**src/ts_pmt_section_parser_macros.svh**
```systemverilog
// Assertion macros for the program map section parser.
`ifndef TS_PMT_SECTION_PARSER_MACROS_SVH
`define TS_PMT_SECTION_PARSER_MACROS_SVH

// Same-cycle implication, checked out of reset.
`define TPP_ASSERT_IMP(lbl, ante, cons, msg) \
   lbl: assert property (@(posedge clock) disable iff (reset) (ante) |-> (cons)) \
      else $error(msg);

// Next-cycle implication, checked out of reset.
`define TPP_ASSERT_NXT(lbl, ante, cons, msg) \
   lbl: assert property (@(posedge clock) disable iff (reset) (ante) |=> (cons)) \
      else $error(msg);

`endif

```
**src/ts_pmt_pkg.sv**
```systemverilog
// Types, field codes and helpers for the program map section parser.
package ts_pmt_pkg;

   localparam int QueueDepth = 4;
   localparam int QueuePtrW  = $clog2(QueueDepth);

   localparam logic [3:0] FldPointer   = 4'd0;
   localparam logic [3:0] FldTableId   = 4'd1;
   localparam logic [3:0] FldSyntax    = 4'd2;
   localparam logic [3:0] FldLength    = 4'd3;
   localparam logic [3:0] FldProgram   = 4'd4;
   localparam logic [3:0] FldVersion   = 4'd5;
   localparam logic [3:0] FldCurNext   = 4'd6;
   localparam logic [3:0] FldSection   = 4'd7;
   localparam logic [3:0] FldLastSec   = 4'd8;
   localparam logic [3:0] FldPcrPid    = 4'd9;
   localparam logic [3:0] FldProgInfo  = 4'd10;
   localparam logic [3:0] FldStreamTyp = 4'd11;
   localparam logic [3:0] FldEsPid     = 4'd12;
   localparam logic [3:0] FldEsInfo    = 4'd13;
   localparam logic [3:0] FldCrc       = 4'd14;
   localparam logic [3:0] FldError     = 4'd15;

   localparam logic [31:0] ErrShortLen = 32'd1;
   localparam logic [31:0] ErrOverrun  = 32'd2;

   localparam logic [1:0] ClsOther = 2'd0;
   localparam logic [1:0] ClsAudio = 2'd1;
   localparam logic [1:0] ClsVideo = 2'd2;

   localparam logic [9:0] FixedHdrBytes = 10'd13;
   localparam logic [9:0] EntryHdrBytes = 10'd5;

   typedef struct packed {
      logic [3:0]  field_id;
      logic [31:0] field_value;
      logic [7:0]  entry_index;
      logic [1:0]  stream_class;
      logic        last_of_run;
      logic        section_done;
   } rec_type;

   function automatic rec_type make_rec(logic [3:0] id, logic [31:0] val,
                                        logic [7:0] idx, logic [1:0] cls,
                                        logic done);
      rec_type r;
      r.field_id     = id;
      r.field_value  = val;
      r.entry_index  = idx;
      r.stream_class = cls;
      r.last_of_run  = 1'b0;
      r.section_done = done;
      return r;
   endfunction

   function automatic logic [1:0] class_of(logic [7:0] t);
      logic [1:0] c;
      case (t)
         8'h03, 8'h04, 8'h0F, 8'h11, 8'h1C, 8'h81, 8'h82: c = ClsAudio;
         8'h01, 8'h02, 8'h1B, 8'h1E, 8'h42:               c = ClsVideo;
         default:                                          c = ClsOther;
      endcase
      return c;
   endfunction

endpackage

```
**src/ts_pmt_section_parser.sv**
```systemverilog
// Program map section parser: byte stream in, decoded field records out.
//
// Input channel req_: one section byte per beat, req_tuser high on the
// pointer_field byte, which restarts the parser from any state.
// Output channel rsp_: one decoded field per beat; rsp_tlast marks the final
// record caused by one input byte, rsp_tuser marks the record (CRC or error)
// that ends a section. Bytes outside a section produce no record.
// Each byte is decoded in the cycle it is accepted and its zero, one or two
// records land in a four-entry result queue; the first record is visible on
// rsp_ no earlier than the cycle after the byte is accepted.
// Throughput: one byte per cycle while the receiver takes one record per
// cycle; only the version byte, a short-length error and an ES info length
// overrun yield two records.
// req_tready is high while the queue has room for two records, so a stalled
// receiver holds the input once three records wait; bytes that yield no
// record keep passing until then.
// Reset (synchronous) empties the queue and returns the parser to waiting
// for a pointer_field byte.
`include "ts_pmt_section_parser_macros.svh"

module ts_pmt_section_parser (
   input  logic        clock,
   input  logic        reset,
   input  logic        req_tvalid,
   output logic        req_tready,
   input  logic [7:0]  req_tdata,   // [7:0] data_byte
   input  logic        req_tuser,   // [0] section_start
   output logic        rsp_tvalid,
   input  logic        rsp_tready,
   output logic [47:0] rsp_tdata,   // [3:0] field_id, [35:4] field_value,
                                    // [43:36] entry_index, [45:44] stream_class
   output logic        rsp_tlast,   // last_of_run
   output logic        rsp_tuser    // [0] section_done
);

   typedef enum logic [4:0] {
      PH_IDLE, PH_TABLE, PH_LEN_HI, PH_LEN_LO, PH_PROG_HI, PH_PROG_LO,
      PH_VER, PH_SEC, PH_LAST, PH_PCR_HI, PH_PCR_LO, PH_PIL_HI, PH_PIL_LO,
      PH_PSKIP, PH_ES_TYPE, PH_PID_HI, PH_PID_LO, PH_ESL_HI, PH_ESL_LO,
      PH_ESKIP, PH_CRC0, PH_CRC1, PH_CRC2, PH_CRC3
   } phase_type;

   localparam int PtrW = ts_pmt_pkg::QueuePtrW;
   localparam int CntW = ts_pmt_pkg::QueuePtrW + 1;
   localparam logic [CntW-1:0] Depth = CntW'(ts_pmt_pkg::QueueDepth);

   phase_type phase_ff, phase_in;
   logic [9:0]  skip_ff, skip_in;
   logic [9:0]  loop_ff, loop_in;
   logic [31:0] acc_ff, acc_in;
   logic [7:0]  entry_ff, entry_in;

   ts_pmt_pkg::rec_type queue_ff [ts_pmt_pkg::QueueDepth];
   logic [PtrW-1:0] wr_ptr_ff, rd_ptr_ff;
   logic [CntW-1:0] count_ff;

   ts_pmt_pkg::rec_type rec0, rec1, head;
   logic [1:0]  n_rec;
   logic        push, pop;
   logic [7:0]  b;
   logic [9:0]  v10;
   logic [10:0] need;
   logic [9:0]  skip_dec;
   logic [7:0]  entry_inc;
   logic [9:0]  loop_after;

   assign b          = req_tdata;
   assign req_tready = (count_ff <= Depth - CntW'(2));
   assign push       = req_tvalid && req_tready;
   assign pop        = rsp_tvalid && rsp_tready;
   assign skip_dec   = skip_ff - 10'd1;
   assign entry_inc  = (entry_ff == 8'hFF) ? entry_ff : entry_ff + 8'd1;
   assign v10        = {acc_ff[9:8], b};
   assign need       = {1'b0, ts_pmt_pkg::FixedHdrBytes} + {1'b0, v10};

   // Byte decode: next state and up to two records.
   always_comb begin
      phase_in   = phase_ff;
      skip_in    = skip_ff;
      loop_in    = loop_ff;
      acc_in     = acc_ff;
      entry_in   = entry_ff;
      rec0       = ts_pmt_pkg::make_rec(ts_pmt_pkg::FldPointer, 32'd0, 8'd0,
                                        ts_pmt_pkg::ClsOther, 1'b0);
      rec1       = rec0;
      n_rec      = 2'd0;
      loop_after = loop_ff - v10;
      if (req_tuser) begin
         skip_in  = 10'd0;
         loop_in  = 10'd0;
         acc_in   = 32'd0;
         entry_in = 8'd0;
         rec0     = ts_pmt_pkg::make_rec(ts_pmt_pkg::FldPointer, {24'd0, b}, 8'd0,
                                         ts_pmt_pkg::ClsOther, 1'b0);
         n_rec    = 2'd1;
         phase_in = PH_TABLE;
      end else begin
         case (phase_ff)
            PH_TABLE: begin
               rec0     = ts_pmt_pkg::make_rec(ts_pmt_pkg::FldTableId, {24'd0, b},
                                               8'd0, ts_pmt_pkg::ClsOther, 1'b0);
               n_rec    = 2'd1;
               phase_in = PH_LEN_HI;
            end
            PH_LEN_HI: begin
               rec0     = ts_pmt_pkg::make_rec(ts_pmt_pkg::FldSyntax, {31'd0, b[7]},
                                               8'd0, ts_pmt_pkg::ClsOther, 1'b0);
               n_rec    = 2'd1;
               acc_in   = {22'd0, b[1:0], 8'd0};
               phase_in = PH_LEN_LO;
            end
            PH_LEN_LO: begin
               rec0     = ts_pmt_pkg::make_rec(ts_pmt_pkg::FldLength, {22'd0, v10},
                                               8'd0, ts_pmt_pkg::ClsOther, 1'b0);
               n_rec    = 2'd1;
               loop_in  = v10;
               phase_in = PH_PROG_HI;
            end
            PH_PROG_HI: begin
               acc_in   = {16'd0, b, 8'd0};
               phase_in = PH_PROG_LO;
            end
            PH_PROG_LO: begin
               rec0     = ts_pmt_pkg::make_rec(ts_pmt_pkg::FldProgram,
                                               {16'd0, acc_ff[15:8], b},
                                               8'd0, ts_pmt_pkg::ClsOther, 1'b0);
               n_rec    = 2'd1;
               phase_in = PH_VER;
            end
            PH_VER: begin
               rec0     = ts_pmt_pkg::make_rec(ts_pmt_pkg::FldVersion,
                                               {27'd0, b[5:1]},
                                               8'd0, ts_pmt_pkg::ClsOther, 1'b0);
               rec1     = ts_pmt_pkg::make_rec(ts_pmt_pkg::FldCurNext,
                                               {31'd0, b[0]},
                                               8'd0, ts_pmt_pkg::ClsOther, 1'b0);
               n_rec    = 2'd2;
               phase_in = PH_SEC;
            end
            PH_SEC: begin
               rec0     = ts_pmt_pkg::make_rec(ts_pmt_pkg::FldSection, {24'd0, b},
                                               8'd0, ts_pmt_pkg::ClsOther, 1'b0);
               n_rec    = 2'd1;
               phase_in = PH_LAST;
            end
            PH_LAST: begin
               rec0     = ts_pmt_pkg::make_rec(ts_pmt_pkg::FldLastSec, {24'd0, b},
                                               8'd0, ts_pmt_pkg::ClsOther, 1'b0);
               n_rec    = 2'd1;
               phase_in = PH_PCR_HI;
            end
            PH_PCR_HI: begin
               acc_in   = {19'd0, b[4:0], 8'd0};
               phase_in = PH_PCR_LO;
            end
            PH_PCR_LO: begin
               rec0     = ts_pmt_pkg::make_rec(ts_pmt_pkg::FldPcrPid,
                                               {19'd0, acc_ff[12:8], b},
                                               8'd0, ts_pmt_pkg::ClsOther, 1'b0);
               n_rec    = 2'd1;
               phase_in = PH_PIL_HI;
            end
            PH_PIL_HI: begin
               acc_in   = {22'd0, b[1:0], 8'd0};
               phase_in = PH_PIL_LO;
            end
            PH_PIL_LO: begin
               rec0  = ts_pmt_pkg::make_rec(ts_pmt_pkg::FldProgInfo, {22'd0, v10},
                                            8'd0, ts_pmt_pkg::ClsOther, 1'b0);
               n_rec = 2'd1;
               if ({1'b0, loop_ff} < need) begin
                  // section too short for the header plus program descriptors
                  rec1     = ts_pmt_pkg::make_rec(ts_pmt_pkg::FldError,
                                                  ts_pmt_pkg::ErrShortLen, 8'd0,
                                                  ts_pmt_pkg::ClsOther, 1'b1);
                  n_rec    = 2'd2;
                  phase_in = PH_IDLE;
               end else begin
                  loop_in = loop_ff - need[9:0];
                  skip_in = v10;
                  if (v10 != 10'd0) begin
                     phase_in = PH_PSKIP;
                  end else begin
                     phase_in = (loop_ff == need[9:0]) ? PH_CRC0 : PH_ES_TYPE;
                  end
               end
            end
            PH_PSKIP: begin
               skip_in = skip_dec;
               if (skip_dec == 10'd0) begin
                  phase_in = (loop_ff == 10'd0) ? PH_CRC0 : PH_ES_TYPE;
               end
            end
            PH_ES_TYPE: begin
               n_rec = 2'd1;
               if (loop_ff < ts_pmt_pkg::EntryHdrBytes) begin
                  rec0     = ts_pmt_pkg::make_rec(ts_pmt_pkg::FldError,
                                                  ts_pmt_pkg::ErrOverrun, 8'd0,
                                                  ts_pmt_pkg::ClsOther, 1'b1);
                  phase_in = PH_IDLE;
               end else begin
                  rec0     = ts_pmt_pkg::make_rec(ts_pmt_pkg::FldStreamTyp,
                                                  {24'd0, b}, entry_ff,
                                                  ts_pmt_pkg::class_of(b), 1'b0);
                  loop_in  = loop_ff - ts_pmt_pkg::EntryHdrBytes;
                  phase_in = PH_PID_HI;
               end
            end
            PH_PID_HI: begin
               acc_in   = {19'd0, b[4:0], 8'd0};
               phase_in = PH_PID_LO;
            end
            PH_PID_LO: begin
               rec0     = ts_pmt_pkg::make_rec(ts_pmt_pkg::FldEsPid,
                                               {19'd0, acc_ff[12:8], b}, entry_ff,
                                               ts_pmt_pkg::ClsOther, 1'b0);
               n_rec    = 2'd1;
               phase_in = PH_ESL_HI;
            end
            PH_ESL_HI: begin
               acc_in   = {22'd0, b[1:0], 8'd0};
               phase_in = PH_ESL_LO;
            end
            PH_ESL_LO: begin
               rec0  = ts_pmt_pkg::make_rec(ts_pmt_pkg::FldEsInfo, {22'd0, v10},
                                            entry_ff, ts_pmt_pkg::ClsOther, 1'b0);
               n_rec = 2'd1;
               if (v10 > loop_ff) begin
                  rec1     = ts_pmt_pkg::make_rec(ts_pmt_pkg::FldError,
                                                  ts_pmt_pkg::ErrOverrun, 8'd0,
                                                  ts_pmt_pkg::ClsOther, 1'b1);
                  n_rec    = 2'd2;
                  phase_in = PH_IDLE;
               end else begin
                  loop_in = loop_after;
                  skip_in = v10;
                  if (v10 != 10'd0) begin
                     phase_in = PH_ESKIP;
                  end else begin
                     entry_in = entry_inc;
                     phase_in = (loop_after == 10'd0) ? PH_CRC0 : PH_ES_TYPE;
                  end
               end
            end
            PH_ESKIP: begin
               skip_in = skip_dec;
               if (skip_dec == 10'd0) begin
                  entry_in = entry_inc;
                  phase_in = (loop_ff == 10'd0) ? PH_CRC0 : PH_ES_TYPE;
               end
            end
            PH_CRC0: begin
               acc_in   = {b, 24'd0};
               phase_in = PH_CRC1;
            end
            PH_CRC1: begin
               acc_in   = {acc_ff[31:24], b, 16'd0};
               phase_in = PH_CRC2;
            end
            PH_CRC2: begin
               acc_in   = {acc_ff[31:16], b, 8'd0};
               phase_in = PH_CRC3;
            end
            PH_CRC3: begin
               rec0     = ts_pmt_pkg::make_rec(ts_pmt_pkg::FldCrc,
                                               {acc_ff[31:8], b}, 8'd0,
                                               ts_pmt_pkg::ClsOther, 1'b1);
               n_rec    = 2'd1;
               phase_in = PH_IDLE;
            end
            default: begin
               // waiting for a pointer_field byte: drop
            end
         endcase
      end
      // flag the final record of this byte
      if (n_rec == 2'd2) begin
         rec1.last_of_run = 1'b1;
      end else begin
         rec0.last_of_run = 1'b1;
      end
   end

   always_ff @(posedge clock) begin
      if (reset) begin
         phase_ff <= PH_IDLE;
         skip_ff  <= 10'd0;
         loop_ff  <= 10'd0;
         acc_ff   <= 32'd0;
         entry_ff <= 8'd0;
      end else if (push) begin
         phase_ff <= phase_in;
         skip_ff  <= skip_in;
         loop_ff  <= loop_in;
         acc_ff   <= acc_in;
         entry_ff <= entry_in;
      end
   end

   // Result queue: up to two writes and one read per cycle.
   always_ff @(posedge clock) begin
      if (reset) begin
         wr_ptr_ff <= '0;
         rd_ptr_ff <= '0;
         count_ff  <= '0;
      end else begin
         if (push && n_rec != 2'd0) begin
            queue_ff[wr_ptr_ff] <= rec0;
            if (n_rec == 2'd2) begin
               queue_ff[wr_ptr_ff + PtrW'(1)] <= rec1;
            end
            wr_ptr_ff <= wr_ptr_ff + PtrW'(n_rec);
         end
         if (pop) begin
            rd_ptr_ff <= rd_ptr_ff + PtrW'(1);
         end
         count_ff <= count_ff + (push ? CntW'(n_rec) : CntW'(0))
                     - (pop ? CntW'(1) : CntW'(0));
      end
   end

   assign head       = queue_ff[rd_ptr_ff];
   assign rsp_tvalid = (count_ff != '0);
   assign rsp_tdata  = {2'b00, head.stream_class, head.entry_index,
                        head.field_value, head.field_id};
   assign rsp_tlast  = head.last_of_run;
   assign rsp_tuser  = head.section_done;

   `TPP_ASSERT_IMP(a_queue_bound, 1'b1, count_ff <= Depth, "result queue overfilled")
   `TPP_ASSERT_IMP(a_done_is_last, rsp_tvalid && rsp_tuser, rsp_tlast,
                   "section end record not last of its byte")
   `TPP_ASSERT_NXT(a_two_records, push && !req_tuser && phase_ff == PH_VER && !pop,
                   count_ff == $past(count_ff) + CntW'(2),
                   "version byte did not queue two records")

endmodule

```
**config.mk**
```make
export PLATFORM = sky130hd
export DESIGN_NAME = ts_pmt_section_parser
export DESIGN_NICKNAME = d
export VERILOG_FILES = /design/src/ts_pmt_pkg.sv /design/src/ts_pmt_section_parser.sv
export VERILOG_INCLUDE_DIRS = /design/src /design/src/src
export SDC_FILE = /design/constraint.sdc
export NUM_CORES = 1
export LEC_CHECK = 0
export BUFFER_PORTS_ARGS = -buffer_cell sky130_fd_sc_hd__buf_2
export CAP_MARGIN = 20
export CORE_UTILIZATION = 56
export DETAILED_ROUTE_END_ITERATION = 10
export HOLD_SLACK_MARGIN = 0.03
export PLACE_DENSITY_LB_ADDON = 0.2
export SLEW_MARGIN = 20
export SYNTH_ARGS = -nofsm -noshare
export SYNTH_HDL_FRONTEND = slang
export SYNTH_SLANG_ARGS = --single-unit
```
**constraint.sdc**
```tcl
create_clock -name clock -period 4 [get_ports clock]
set_input_delay 0.2 -clock clock [delete_from_list [all_inputs] [get_ports clock]]
set_output_delay 0.2 -clock clock [all_outputs]
set_load 0.005 [all_outputs]
```
==> Yosys cells after proc, flatten, opt, wreduce, memory -nomap -nowiden <==
Memory sizes are Yosys's and may differ from the RTL's. A register that Yosys moved wholly into a read port is not among the register bits.
Index checks and enable logic that the tools add are counted.
{ "op_classes": {"n_mux": 53, "n_reduce_logical": 29, "n_addsub": 11, "eq_ne": 46, "order_cmp": 4} }
{ "ops": {"columns": ["operator", "n"], "rows": [
  ["one-hot mux 48 bit (13 select lines)", 1],
  ["2-to-1 mux 48 bit", 4],
  ["one-hot mux 32 bit (6 select lines)", 1],
  ["one-hot mux 48 bit (3 select lines)", 1],
  ["one-hot mux 5 bit (22 select lines)", 1],
  ["2-to-1 mux 10 bit", 7],
  ["2-to-1 mux 47 bit", 1],
  ["2-to-1 mux 5 bit", 9],
  ["== test 5 x 4 -> 1 bit (second input constant)", 8],
  ["== test 5 bit (second input constant)", 8],
  ["2-to-1 mux 8 bit", 5],
  ["one-hot mux 10 bit (4 select lines)", 1],
  ["== test 8 x 5 -> 1 bit (second input constant)", 4],
  ["2-to-1 mux 32 bit", 1],
  ["logical NOT 10 bit", 3],
  ["one-hot mux 10 bit (3 select lines)", 1],
  ["== test 8 bit (second input constant)", 3],
  ["nonzero test 23 bit", 1],
  ["== test 5 x 3 -> 1 bit (second input constant)", 4],
  ["subtractor 10 bit", 2],
  ["== test 8 x 2 -> 1 bit (second input constant)", 2],
  ["one-hot mux 8 bit (2 select lines)", 1],
  ["inequality test 3 bit (second input constant)", 5],
  ["2-to-1 mux 2 bit", 6],
  ["43 further kinds", 63]
]} }
{ "word_totals": {"elab_cells": 154, "inputBits": 13, "ff_bits": 72, "n_memories": 1, "output_inout_bits": 52, "ram_bits": 192} }
{ "mem_list": {"columns": ["name", "words", "width", "rd", "rd_ports_with_merged_regs", "wr", "line", "rtl"], "rows": [
  ["queue_ff", 4, 48, 1, 1, 2, "ts_pmt_section_parser.sv:53", "ts_pmt_pkg::rec_type queue_ff [ts_pmt_pkg::QueueDepth];"]
]} }

==> Logic depth before layout (Yosys ltp) <==
{ "logic_depth": {"depth_word": 10, "depth_mapped": 19, "ltp_nobuf": 18} }

==> Worst setup path after synthesis <==
OpenSTA, ideal clock, no wires.
{ "synth_path": {"path_kind": "input to register", "startpoint": "in req_tdata[0]", "endpoint": "reg count_ff[2]", "n_path_buf": 0, "arrival_ps": 3731, "t_required_ps": 3872, "stages": 16, "setup_slack_ps": 141, "setup_time_ps": 128, "cell_sequence": "ha_1 > nor3_1 > nor3_1 > xnor2_1 > ha_1 > a21o_1 > or3_1 > o211ai_1 > a22o_1 > o311ai_1 > ha_1 > inv_1 > fa_1 > xor2_1 > xnor2_1 > nor2_1"} }
{ "synth_via": {"elab_chain_cells": 8, "elab_cells_between_ends": 10, "cone_classes": "add/sub: 3; order compare: 2; mux: 5"} }
{ "synth_lines": {"columns": ["item", "line", "rtl"], "rows": [
  ["start, declared", "ts_pmt_section_parser.sv:26", "input logic [7:0] req_tdata,"],
  ["adder 4 x 10 -> 11 bit", "ts_pmt_section_parser.sv:74", "assign need = {1'b0, ts_pmt_pkg::FixedHdrBytes} + {1'b0, v10};"],
  ["< comparator 10 x 11 -> 1 bit", "ts_pmt_section_parser.sv:171", "if ({1'b0, loop_ff} < need) begin"],
  ["2-to-1 mux 2 bit", "ts_pmt_section_parser.sv:171", null],
  ["one-hot mux 2 bit (4 select lines) *", "ts_pmt_section_parser.sv:98", "case (phase_ff)"],
  ["2-to-1 mux 2 bit *", "ts_pmt_section_parser.sv:88", "if (req_tuser) begin"],
  ["2-to-1 mux 2 bit *", "ts_pmt_section_parser.sv:317", "count_ff <= count_ff + (push ? CntW'(n_rec) : CntW'(0))"],
  ["adder 3 x 2 -> 3 bit *", "ts_pmt_section_parser.sv:317", null],
  ["subtractor 3 x 1 -> 3 bit *", "ts_pmt_section_parser.sv:318", "- (pop ? CntW'(1) : CntW'(0));"],
  ["end signal, assigned", "ts_pmt_section_parser.sv:317", null],
  ["end, declared", "ts_pmt_section_parser.sv:55", "logic [CntW-1:0] count_ff;"]
]} }
Mark *: on every way between the ends. The rest lies on a longest branch, timed or not.
A chain may end at the register's enable or synchronous reset.

==> Final worst setup path <==
{ "layout_path": {"startpoint": "reg loop_ff[0]", "endpoint": "reg count_ff[2]"} }
{ "layout_via": {"elab_chain_cells": 7, "elab_cells_between_ends": 9, "cone_classes": "add/sub: 2; order compare: 2; mux: 5"} }
{ "layout_lines": {"columns": ["item", "line", "rtl"], "rows": [
  ["start, declared", "ts_pmt_section_parser.sv:49", "logic [9:0] loop_ff, loop_in;"],
  ["start signal, assigned", "ts_pmt_section_parser.sv:294", "loop_ff <= loop_in;"],
  ["< comparator 10 x 11 -> 1 bit or greater-than comparator 10 bit (tied branches)", "ts_pmt_section_parser.sv:171, ts_pmt_section_parser.sv:228", null],
  ["2-to-1 mux 2 bit (on tied branches)", "ts_pmt_section_parser.sv:171, ts_pmt_section_parser.sv:228", null],
  ["one-hot mux 2 bit (4 select lines) *", "ts_pmt_section_parser.sv:98", null],
  ["2-to-1 mux 2 bit *", "ts_pmt_section_parser.sv:88", null],
  ["2-to-1 mux 2 bit *", "ts_pmt_section_parser.sv:317", null],
  ["adder 3 x 2 -> 3 bit *", "ts_pmt_section_parser.sv:317", null],
  ["subtractor 3 x 1 -> 3 bit *", "ts_pmt_section_parser.sv:318", null]
]} }
Marked as above.

==> results by group <==
Floorplanning
  – # IOs: between 60 and 70
  – Initial core utilization: 57.0%
  – Die ar.: roughly 26,000 µm²
  – Core Rows: 58
  – Core area: 25,200 µm²
  – Die Y-Extent: 162 µm
  – Overall die width: 162 µm

Clock tree
  – CTS clk-pin slew, worst paths: 0.06 ns
  – H-Tree Level Count: 1
  – # Post-CTS Setup Buffers: 0
  – Clock root buffer: clkbuf_16
  – CTS max path bufs: 3
  – Clock sinks: 258
  – Post_cts resized: 0
  – Clock latency on the worst-skew pair: 0.56 ns
  – Post-CTS Hold Fix Bufs: 1
  – TritonCTS buffer count: 28
  – CTS tree: yes

Worst setup path
  – CP bufs+invs: 2
  – Startpoint types: flip-flop
  – Req. time, crit path: 4.42 ns
  – R2R setup slack: 0.26 ns
  – Max incr delay on CP: 0.41 ns
  – Worst reg2reg startpoint: loop_ff[0]
  – FF-to-FF path depth: 16
  – Worst setup path class: flip-flop to flip-flop
  – Family with the most delay on the worst path: adder cells
  – Worst R2R End: count_ff[2]
  – Worst setup EP type: flip-flop
  – Worst Path Max Fanout: 5
  – Crit-path cells: inv_1 > ha_1 > fa_1 > nand2b_2 > a211oi_4 > o2111ai_2 > a21o_1 > nand3_1 > nand2_1 > ha_1 > inv_1 > ha_1 > fa_1 > xor2_1 > xnor2_1 > nor2_1
  – Worst Path Arrival: between 4 and 5 ns
  – Crit-path slowest cell: fa_1
  – Cell with the most instances on the worst path: ha_1

Power
  – Switching pwr: 2020 µW
  – Logic gate share of total power: 19.6%
  – Total power: 6880 µW
  – PwrDens: between 400 and 500 nW/µm²
  – Sw Share: between 20 and 30%
  – Clock power frac: 38.0%
  – Flop pwr share: 42.4%
  – VDD IR max: 340 µV
  – Internal power: 4860 µW
  – Leakage: 0.00587 µW

Layout
  – Fin util: 64.3%
  – Area grow syn2layout: 12.8%
  – Area of the multi-input gates: 8190 µm²
  – Layout fillers: 2,151
  – ANT cells: 0
  – Nets: 1,709
  – Layout cells sized above 1: 16.6%
  – Register area: 5490 µm²
  – Post-route cell area: between 15,000 and 20,000 µm²

Timing
  – Final Hold Fails: 0
  – Final worst path period share: 93.5%
  – FMAX: ~270 MHz
  – Clock Skew: 0.00809 ns
  – Post-layout min period: 3.74 ns
  – Final setup fails: 0
  – RSZ-0062 raised after global routing: false
  – Relative slew slack: 35.6%
  – Least-Margin Pin Slew: 0.952 ns
  – Final Max Slew Viols: 0

Global routing
  – First-pass GRT wire length: around 72,000 µm
  – Largest net degree at the start of global routing: 58
  – Vias in the first global route: 12,726
  – Initial antenna violation count: 0
  – Total Routing Usage GR: 34.5%
  – Total gr overflow: 0

Detailed routing
  – DRT iter0 DRCs: about 1,700
  – Drt wl/cell: 22.8 µm
  – Routed Antenna Nets: 0
  – TritonRoute pass-1 iters: 6
  – Final WL: 45,800 µm
  – Residual DRC: 0
  – Via/cell ratio: 6.76
  – Vias after detailed routing: 13,614

Synthesis
  – Synthesized area: between 10,000 and 15,000 µm²
  – Post-synthesis average cell area: about 8.8 µm²
  – Number of enable flip-flop cells after synthesis: 32
  – Post-synthesis cell count: between 1,500 and 2,000
  – Top_reg_cell synth: dfxtp_1
  – Yosys cell types: 98
  – Flops & latches, synth: 258
  – Sequential area share after synthesis: around two fifths
  – Fraction of registers with async set/reset: 0%
  – Yosys synthesis warning count: 0

Placement
  – Number of port buffers: 62
  – Dpl cell area: between 15,000 and 20,000 µm²
  – Detailed placer's ending HPWL: 30,600 µm
  – GPL Wtd Cong: a little over 1

Status
  – Outcome: finished clean

Min path
  – Worst hold path type: input port to flip-flop
  – WHS Path Cells: 4
  – Worst Hold Launch: rsp_tready

Job
  – Max_cap viols: 0
## routing by layer
layer / routed length, µm / vias up / global-route usage (%)
met4: 1770 / 0 / 12.7
li1: - / 6211 / -
met2: 20900 / 756 / 54.8
met3: 4610 / 140 / 6.44
met5: 0 / - / 0
met1: 18600 / 6507 / 46.8
## cells in the mapped netlist (24+ instances only)
cell      instances  share of area, %
clkbuf_1         73               1.9
edfxtp_1         32               6.7
xnor2_1          24               1.5
dfxtp_1         226                32
inv_1            31              0.81
o21ai_1          43               1.5
ha_1             32               2.8
nand4_1         123               5.4
nor2_1           72               1.9
buf_2            44               1.5
nand2_1         132               3.5
a21oi_1         113               3.9
mux4_2           48               7.5
o21ai_0         198               6.9
nand3_1          66               2.3
nor3_1           34               1.2
## flip-flops by register name, summed over array words and instances (netlist names), named ones only
name       flops
acc_ff        24
phase_ff       5
wr_ptr_ff      2
entry_ff       8
skip_ff       10
rd_ptr_ff      2
loop_ff       10
count_ff       3
queue_ff     192
## power groups by stage
stage / sequential (µW) / clock [µW] / combinational (µW)
6_report: 2920 / 2610 / 1340
5_1_grt: 2940 / 2740 / 1450
4_1_cts: 2910 / 2620 / 1330
3_5_place_dp: 2970 / 0 / 1320
3_3_place_gp: 2970 / 0 / 1310
2_1_floorplan: 2850 / 0 / 1000
## how the worst max path moves through the flow
stage	startpoint	depth (start not counted)	slack, ns	to
6_report	loop_ff[0]	16	0.26	count_ff[2]
5_1_grt	loop_ff[0]	14	0.06	count_ff[2]
4_1_cts	req_tdata[2]	13	0.16	skip_ff[1]
3_5_place_dp	req_tdata[0]	13	-0.04	skip_ff[1]
3_3_place_gp	req_tdata[0]	13	0.11	skip_ff[2]
2_1_floorplan	req_tdata[0]	16	0.14	count_ff[2]
## per-stage QoR
step / worst slack [ns] / hold WS [ns] / instances / setup TNS [ns]
CTS: 0.159 / 0.120 / 2013 / 0
floorplan: 0.141 / 0.352 / 1630 / 0
global placement: 0.113 / 0.435 / 1960 / 0
global route: 0.0586 / 0.149 / 2013 / 0
detailed placement: -0.0376 / 0.440 / 1960 / -0.0376
finish: 0.261 / 0.135 / 2013 / 0
## tightest hold or removal path: stages
cell	delay (ns)
buf_2	0.07
and2_1	0.20
xnor2_1	0.11
nor2_1	0.08
## area by class of cell
type	instances	area share (%)
multi-input combinational	1197	50.6
sequential	258	33.9
timing repair buffer	143	6.46
clock buffer	39	4.67
tap	330	2.55
clock inverter	13	1.07
inverter	33	0.765
## kinds of logic (layout without fill, tap and decap cells)
family                   Yosys count  in the layout  synth area share (%)
AND/OR/NAND/NOR                  542            542                  19.8
AO/OA/AOI/OAI                    514            514                  22.3
flip-flops                       258            258                  38.2
buffers and inverters            175            228                  5.30
multiplexers                      62             62                  8.52
XOR/XNOR                          41             41                  2.50
adder cells (fa/ha/maj)           36             36                  3.28
other                              1              2                0.0261
## cells in the final DEF, fill, tap and decap left out, types with 11 or more instances in the layout
| master | n |
|---|---|
| a21o_1 | 12 |
| a21oi_1 | 112 |
| a31oi_1 | 14 |
| and2_1 | 14 |
| buf_2 | 62 |
| buf_4 | 70 |
| clkbuf_16 | 28 |
| dfxtp_1 | 224 |
| edfxtp_1 | 32 |
| ha_1 | 32 |
| inv_1 | 31 |
| mux2i_1 | 12 |
| mux4_2 | 48 |
| nand2_1 | 132 |
| nand2b_1 | 11 |
| nand3_1 | 66 |
| nand4_1 | 123 |
| nor2_1 | 70 |
| nor2b_1 | 16 |
| nor3_1 | 34 |
| o21ai_0 | 197 |
| o21ai_1 | 44 |
| o22ai_1 | 21 |
| or3_1 | 17 |
| xnor2_1 | 24 |
| xor2_1 | 17 |
No activity file was read; power rests on OpenSTA's default activity.
